[src/rtl/core/atp_pkg.sv]
// Shared constants, types and angle table for the accelerometer tilt block.
`timescale 1ns / 1ps
`default_nettype none

package atp_pkg;

   // Sample and step configuration
   localparam int SAMPLE_BITS  = 16;
   localparam int CORDIC_STEPS = 16;
   localparam int TABLE_LEN    = 24;
   localparam int NUM_ROT      = (CORDIC_STEPS < TABLE_LEN) ? CORDIC_STEPS : TABLE_LEN;
   localparam int STEP_W       = $clog2(TABLE_LEN);

   // Fixed-point scaling: vectors carry 8 fraction bits, angles 1/65536 degree
   localparam int FRAC_SHIFT   = 8;
   localparam int ROUND_BIAS   = 1 << (FRAC_SHIFT - 1);
   localparam int SQ_W         = 2 * SAMPLE_BITS;
   localparam int ROOT_W       = SAMPLE_BITS + FRAC_SHIFT;
   localparam int RAD_W        = 2 * ROOT_W;
   localparam int REM_W        = ROOT_W + 2;
   localparam int VEC_W        = SAMPLE_BITS + FRAC_SHIFT + 3;
   localparam int ACC_W        = 26;
   localparam int ANGLE_W      = 22;

   // Result formats and limits (1/256 degree)
   localparam int PITCH_W      = 16;
   localparam int ROLL_W       = 17;
   localparam int ROLL_LIMIT   = 46080;
   localparam int PITCH_LIMIT  = 23040;

   // Turn constants in accumulator units
   localparam int HALF_TURN_DEG = 180;
   localparam logic signed [ACC_W-1:0] HALF_TURN    = ACC_W'(HALF_TURN_DEG * 65536);
   localparam logic signed [ACC_W-1:0] QUARTER_TURN = ACC_W'(HALF_TURN_DEG * 65536 / 2);

   // atan(2^-i) in 1/65536 degree
   localparam logic [ANGLE_W-1:0] STEP_ANGLE [TABLE_LEN] = '{
      22'd2949120, 22'd1740967, 22'd919879, 22'd466945,
      22'd234379,  22'd117305,  22'd58666,  22'd29335,
      22'd14668,   22'd7334,    22'd3667,   22'd1833,
      22'd917,     22'd458,     22'd229,    22'd115,
      22'd57,      22'd29,      22'd14,     22'd7,
      22'd4,       22'd2,       22'd1,      22'd0
   };

   // One vectoring lane: vector, angle accumulator, and a bypass for fixed answers
   typedef struct packed {
      logic signed [VEC_W-1:0] px;
      logic signed [VEC_W-1:0] py;
      logic signed [ACC_W-1:0] acc;
      logic                    hold;
   } lane_type;

   // Digit-by-digit square root state
   typedef struct packed {
      logic [RAD_W-1:0]  rad;
      logic [REM_W-1:0]  rem;
      logic [ROOT_W-1:0] root;
   } sqrt_type;

   // Data riding alongside the square root
   typedef struct packed {
      lane_type                roll;
      logic signed [VEC_W-1:0] nx;
      logic                    nx_zero;
      logic                    yz_zero;
   } side_type;

   // Both angle lanes through the rotation chain
   typedef struct packed {
      lane_type roll;
      lane_type pitch;
   } pair_type;

endpackage

`default_nettype wire

[src/rtl/core/atp_sqrt_cell.sv]
// One root digit of the pipelined square root, with side data carried along.
`timescale 1ns / 1ps
`default_nettype none

module atp_sqrt_cell (
   input  logic              clock,
   input  logic              reset,
   input  logic              in_valid,
   output logic              in_ready,
   input  atp_pkg::sqrt_type in_sqrt,
   input  atp_pkg::side_type in_side,
   output logic              out_valid,
   input  logic              out_ready,
   output atp_pkg::sqrt_type out_sqrt,
   output atp_pkg::side_type out_side
);
   import atp_pkg::*;

   logic             valid_ff;
   logic             valid_in;
   sqrt_type         sqrt_ff;
   sqrt_type         sqrt_in;
   side_type         side_ff;
   logic [REM_W+1:0] rem2;
   logic [REM_W+1:0] trial;
   logic [REM_W+1:0] diff;
   logic             take;

   // Bring down two radicand bits, try (root*4 + 1)
   always_comb begin
      rem2  = {in_sqrt.rem, in_sqrt.rad[RAD_W-1 -: 2]};
      trial = (REM_W + 2)'({in_sqrt.root, 2'b01});
      diff  = rem2 - trial;
      take  = (rem2 >= trial);
      sqrt_in.rem  = take ? diff[REM_W-1:0] : rem2[REM_W-1:0];
      sqrt_in.root = {in_sqrt.root[ROOT_W-2:0], take};
      sqrt_in.rad  = {in_sqrt.rad[RAD_W-3:0], 2'b00};
   end

   // Handshake
   assign in_ready  = !valid_ff || out_ready;
   assign valid_in  = in_ready ? in_valid : valid_ff;
   assign out_valid = valid_ff;
   assign out_sqrt  = sqrt_ff;
   assign out_side  = side_ff;

   always_ff @(posedge clock) begin
      if (reset) begin
         valid_ff <= 1'b0;
      end else begin
         valid_ff <= valid_in;
      end
   end

   always_ff @(posedge clock) begin
      if (in_valid && in_ready) begin
         sqrt_ff <= sqrt_in;
         side_ff <= in_side;
      end
   end

endmodule

`default_nettype wire

[config.mk]
export PLATFORM = sky130hd
export DESIGN_NAME = atp_sqrt_cell
export DESIGN_NICKNAME = d
export VERILOG_FILES = /design/src/rtl/core/atp_pkg.sv /design/src/rtl/core/atp_sqrt_cell.sv
export SDC_FILE = /design/constraint.sdc
export NUM_CORES = 1
export LEC_CHECK = 0
export ABC_AREA = 1
export BUFFER_PORTS_ARGS = -buffer_cell sky130_fd_sc_hd__buf_2
export CAP_MARGIN = 20
export CORE_AREA = 2 2 163 165
export CTS_BUF_LIST = sky130_fd_sc_hd__clkbuf_2
export CTS_CLUSTER_DIAMETER = 100
export CTS_CLUSTER_SIZE = 24
export DETAILED_ROUTE_END_ITERATION = 7
export DIE_AREA = 0 0 165 167
export PLACE_DENSITY = 0.68
export SLEW_MARGIN = 10
export SYNTH_ARGS = -nofsm -noshare
export SYNTH_HDL_FRONTEND = slang
export SYNTH_SLANG_ARGS = --single-unit
export TNS_END_PERCENT = 1
[constraint.sdc]
create_clock -name clock -period 13 [get_ports clock]
set_input_delay 1.95 -clock clock [delete_from_list [all_inputs] [get_ports clock]]
set_output_delay 1.95 -clock clock [all_outputs]
set_load 0.01 [all_outputs]
==> Word-level counts from Yosys, hierarchy flattened <==
Index checks and enable logic that the tools add are counted.
{ "totals": {"register_bits": 207, "latchBits": 0, "ramBits": 0, "rom_bits": 0, "inputBits": 212, "out_inout_bits": 210, "wordCells": 17, "n_memories": 0} }
{ "op_classes": {"add_sub_neg": 1, "n_mul": 0, "div_mod_pow": 0, "magnitude_cmp": 1, "n_eq_ne": 0, "shift": 0, "muxes": 1, "n_bitwise": 0, "reduce_logical": 3} }
{ "ops": {"columns": ["cell", "count"], "rows": [
  [">= comparator 28 x 26 -> 1 bit", 1],
  ["2-to-1 mux 26 bit", 1],
  ["subtractor 26 bit", 1],
  ["logical AND 1 bit", 1],
  ["logical NOT 1 bit", 1],
  ["logical OR 1 bit", 1]
]} }

==> Depth between registers and ports, before layout <==
{ "depth": {"word_depth": 3, "mapped_depth": 14, "ltp_nobuf": 14} }

==> Least setup slack after synthesis <==
No wires, ideal clock.
{ "synth_timing": {"path_type": "in2reg", "from": "input in_valid", "to": "register side_ff, in the netlist out_side[0], enable pin", "setup_time_ns": 0.840, "arrival_ns": 11.880, "t_required_ns": 12.160, "path_slack_ns": 0.280, "path_stages": 2, "n_path_buf": 0, "cell_sequence": "inv_1 a21oi_1"} }
{ "synth_via": {"elab_chain_len": 1} }
{ "synth_rtl": {"columns": ["element", "line", "text"], "rows": [
  ["start, declared", "atp_sqrt_cell.sv:8", "input logic in_valid,"],
  ["logical AND 1 bit", "atp_sqrt_cell.sv:56", "if (in_valid && in_ready) begin"],
  ["end signal, assigned", "atp_sqrt_cell.sv:58", "side_ff <= in_side;"],
  ["end, declared", "atp_sqrt_cell.sv:23", "side_type side_ff;"]
]} }
Every way passes these cells.
A chain may end at the register's enable or synchronous reset.

==> Final worst setup path <==
{ "layout_timing": {"from": "input out_ready", "to": "output in_ready"} }
{ "layout_via": {"elab_chain_len": 1} }
{ "layout_rtl": {"columns": ["element", "line", "text"], "rows": [
  ["start, declared", "atp_sqrt_cell.sv:13", "input logic out_ready,"],
  ["logical OR 1 bit", "atp_sqrt_cell.sv:41", "assign in_ready = !valid_ff || out_ready;"],
  ["end, declared", "atp_sqrt_cell.sv:9", "output logic in_ready,"]
]} }
Every way passes these cells.

==> impl_table.tex <==
\begin{tabular}{lr}
\hline
Metric & Value \\
\hline
\multicolumn{2}{l}{\textbf{STA}} \\
Setup\_tns & 0 ns \\
Achievable clock frequency & 0.231 GHz \\
Count of final max-slew check failures & 0 \\
Measured slew at the worst slew-check pin & 0.981 ns \\
RSZ-0062 raised after global routing & no \\
Final-report hold violation count & 0 \\
Fraction of the cycle the final worst path needs & 33.3\% \\
Final period demand of the worst path & 4.32 ns \\
Worst clock skew on the final layout & 0.0860 ns \\
Final setup fails & 0 \\
Worst relative slew slack & 34.6\% \\
Worst hold slack & 0.565 ns \\
\multicolumn{2}{l}{\textbf{Worst setup path}} \\
Critical Path AT & 2.37 ns \\
Max FO, Critical Path & 2 \\
Cell occurring most often along the worst timing path & buf\_2 \\
Slowest Stage Delay on Critical Path & 0.15 ns \\
Critical path startpoint category & input pin \\
Category of the worst setup path capture point & primary output \\
Crit path max-delay family & buffers and inverters \\
Type of the setup path with the least slack & in2out \\
Required time of the critical path & 11.05 ns \\
Sequence of cells on the critical path & buf\_2 > inv\_1 > nand2\_1 > buf\_2 \\
Worst r2r path cells & 3 \\
Slowest stage cell, crit path & buf\_2 \\
Critical path depth & 4 \\
Total buffers and inverters traversed by the critical path & 3 \\
\multicolumn{2}{l}{\textbf{Drt}} \\
Via count of the routed design & 6635 \\
Average detailed-routed wire length per instance & 19.7 µm \\
Vias per cell & 4.48 \\
Detailed Route Iter0 Violations & 461 \\
Total Wirelength & 29200 µm \\
Total iterations of the first detailed-routing run & 4 \\
Detail Route Antenna Nets & 0 \\
Number of remaining DRC errors & 0 \\
\multicolumn{2}{l}{\textbf{Pwr}} \\
Total power divided by cell area & 114 nW/µm² \\
Static leakage & 5.44 nW \\
Maximum resistive drop on vdd & 73.4 µV \\
\multicolumn{2}{l}{\textbf{Global routing}} \\
Wire length of the first global-routing pass & 40600 µm \\
Antenna violations before repair & 8 \\
Maximum number of pins on one net before global-route repair & 82 \\
GRT Overall Usage & 20.1\% \\
Remaining Overflow, GRT & 0 \\
Via count of the first global-routing pass & 6590 \\
\multicolumn{2}{l}{\textbf{Floorplan}} \\
Number of primary I/O pins & 422 \\
Initial cell density of the core & 33.6\% \\
Core Rows & 59 \\
Die Wd & 165 µm \\
Die Height & 167 µm \\
Core footprint & 25800 µm² \\
Area enclosed by the die boundary & 27600 µm² \\
\multicolumn{2}{l}{\textbf{Final layout}} \\
Area growth from synthesis to layout & 30.5\% \\
Share of final-layout standard cells stronger than drive strength 1 & 39.6\% \\
\# nets final & 1381 \\
Share of the core filled with cells in the final layout & 43.8\% \\
\multicolumn{2}{l}{\textbf{Clock network}} \\
Cts bufs inserted & 13 \\
CTS Root Buffer Type & clkbuf\_2 \\
Clk pin slew, worst setup/hold paths & 0.43 ns \\
Clock Path Buffers & 3 \\
Clock insertion delay at the later pin of the skew report & 0.81 ns \\
Count of clock tree sinks & 207 \\
Resized cells post-CTS & 0 \\
H-Tree Level Count & 1 \\
Clock tree from TritonCTS & done \\
Number of buffers added for setup after CTS & 0 \\
Hold buffers post-CTS & 0 \\
\multicolumn{2}{l}{\textbf{Yosys}} \\
Cell accounting for the most synthesized area & edfxtp\_1 \\
Synthesized instance count & 714 \\
Post-synthesis instance area & 8640 µm² \\
Area share of the largest cell type after synthesis & 71.6\% \\
Count of cell types in the netlist & 31 \\
Synthesis warning total & 0 \\
Flip-flop and latch count after synthesis & 207 \\
Portion of the post-synthesis area used by sequential elements & 71.8\% \\
Post-Synthesis Mean Instance Area & 12.1 µm² \\
Leading cell types by total area after synthesis & edfxtp\_1, nand2\_1, inv\_1 \\
\multicolumn{2}{l}{\textbf{Placement}} \\
DPL Wire Length & 23300 µm \\
I/O Buffers & 419 \\
Final weighted congestion in routability-driven placement & 0.915 \\
\multicolumn{2}{l}{\textbf{Job}} \\
Number of maximum-capacitance constraint violations & 0 \\
\multicolumn{2}{l}{\textbf{Run status}} \\
Status & finished clean \\
\multicolumn{2}{l}{\textbf{Min path}} \\
Worst min-delay path category & reg2reg \\
Instance count along the most critical hold path & 2 \\
\hline
\end{tabular}
[registers in the layout, indices dropped and copies added (netlist names)]
name,count
out_sqrt,96
out_valid,1
out_side,110
[worst reg2reg max path, delay by kind of cell (launching register included)]
family / cells / cell delay (ns)
flip-flops: 1 / 0.44
buffers and inverters: 2 / 1.51
AO/OA/AOI/OAI: 1 / 0.15
[layer usage]
metal  vias up  track usage [%]  part of all wire (%)
met2       265             35.3                    49
met4         8             6.31                   3.4
met5         -                0                  0.20
met1      3087             23.6                    38
li1       3223                -                     -
met3        52             5.60                   8.7
[cell usage in the layout (no fill, tap or decap), drive strengths merged]
master	instances
nor3b	1
dfxtp	1
conb	2
clkbuf	14
nor3	1
o21ai	13
edfxtp	206
inv	131
o21bai	3
buf	423
nor4	1
a21o	1
nand2	207
a21oi	17
diode	1
nor2	30
xor2	12
and2	1
ha	26
nand3	30
xnor2	1
nand4	20
nand3b	4
clkinv	1
[worst paths after layout]
kind	startpoint	to	slack, ns
worst max-delay path	out_ready	in_ready	8.68
worst min-delay path	out_valid	out_valid	0.57
worst max register to register	out_valid	out_sqrt[82]	10.56
worst min register to register	out_valid	out_valid	0.57
[cell families after synthesis]
family,Yosys count,synth area share [%]
compound gates,34,2.21
other cells,1,0.0434
simple gates,295,14.6
xor+xnor,13,1.32
buf+inv,138,6.30
flops,207,71.8
fa+ha+maj,26,3.76
[synthesized netlist by cell type, drive strengths merged]
library cell / count
a21o: 1
a21oi: 17
and2: 1
buf: 6
clkbuf: 4
conb: 1
dfxtp: 1
edfxtp: 206
ha: 26
inv: 128
nand2: 207
nand3: 30
nand3b: 4
nand4: 20
nor2: 30
nor3: 1
nor3b: 1
nor4: 1
o21ai: 13
o21bai: 3
xnor2: 1
xor2: 12
[stage by stage]
| step | worst slack [ns] | std cells | total power [mW] | cell area (µm²) |
|---|---|---|---|---|
| final | 8.68 | 1482 | 1.28 | 11300 |
| after global routing | 8.64 | 1481 | 1.34 | 11300 |
| after CTS | 8.68 | 1480 | 1.30 | 11200 |
| after detailed placement | 8.24 | 1462 | 1.05 | 11100 |
| after global placement | 8.33 | 1462 | 1.05 | 11100 |
| after floorplan | 0.280 | 715 | 0.948 | 8650 |
[power breakdown]
group	internal, mW	total (mW)	switching [mW]	leakage (nW)
logic	0.0871	0.232	0.145	3.36
clock network	0.0378	0.249	0.211	0.0824
registers	0.790	0.801	0.0116	2.00
total	0.915	1.28	0.368	5.44
[layout make-up]
| class | instances | area (µm²) |
|---|---|---|
| Antenna cell | 1 | 2.50 |
| Clock buffer | 14 | 70.1 |
| Clock inverter | 4 | 43.8 |
| Fill cell | 2513 | 14500 |
| Inverter | 128 | 480 |
| Multi-Input combinational cell | 370 | 1910 |
| Sequential cell | 207 | 6210 |
| Tap cell | 335 | 419 |
| Timing Repair Buffer | 423 | 2150 |
(Power assumes the default switching activity.)
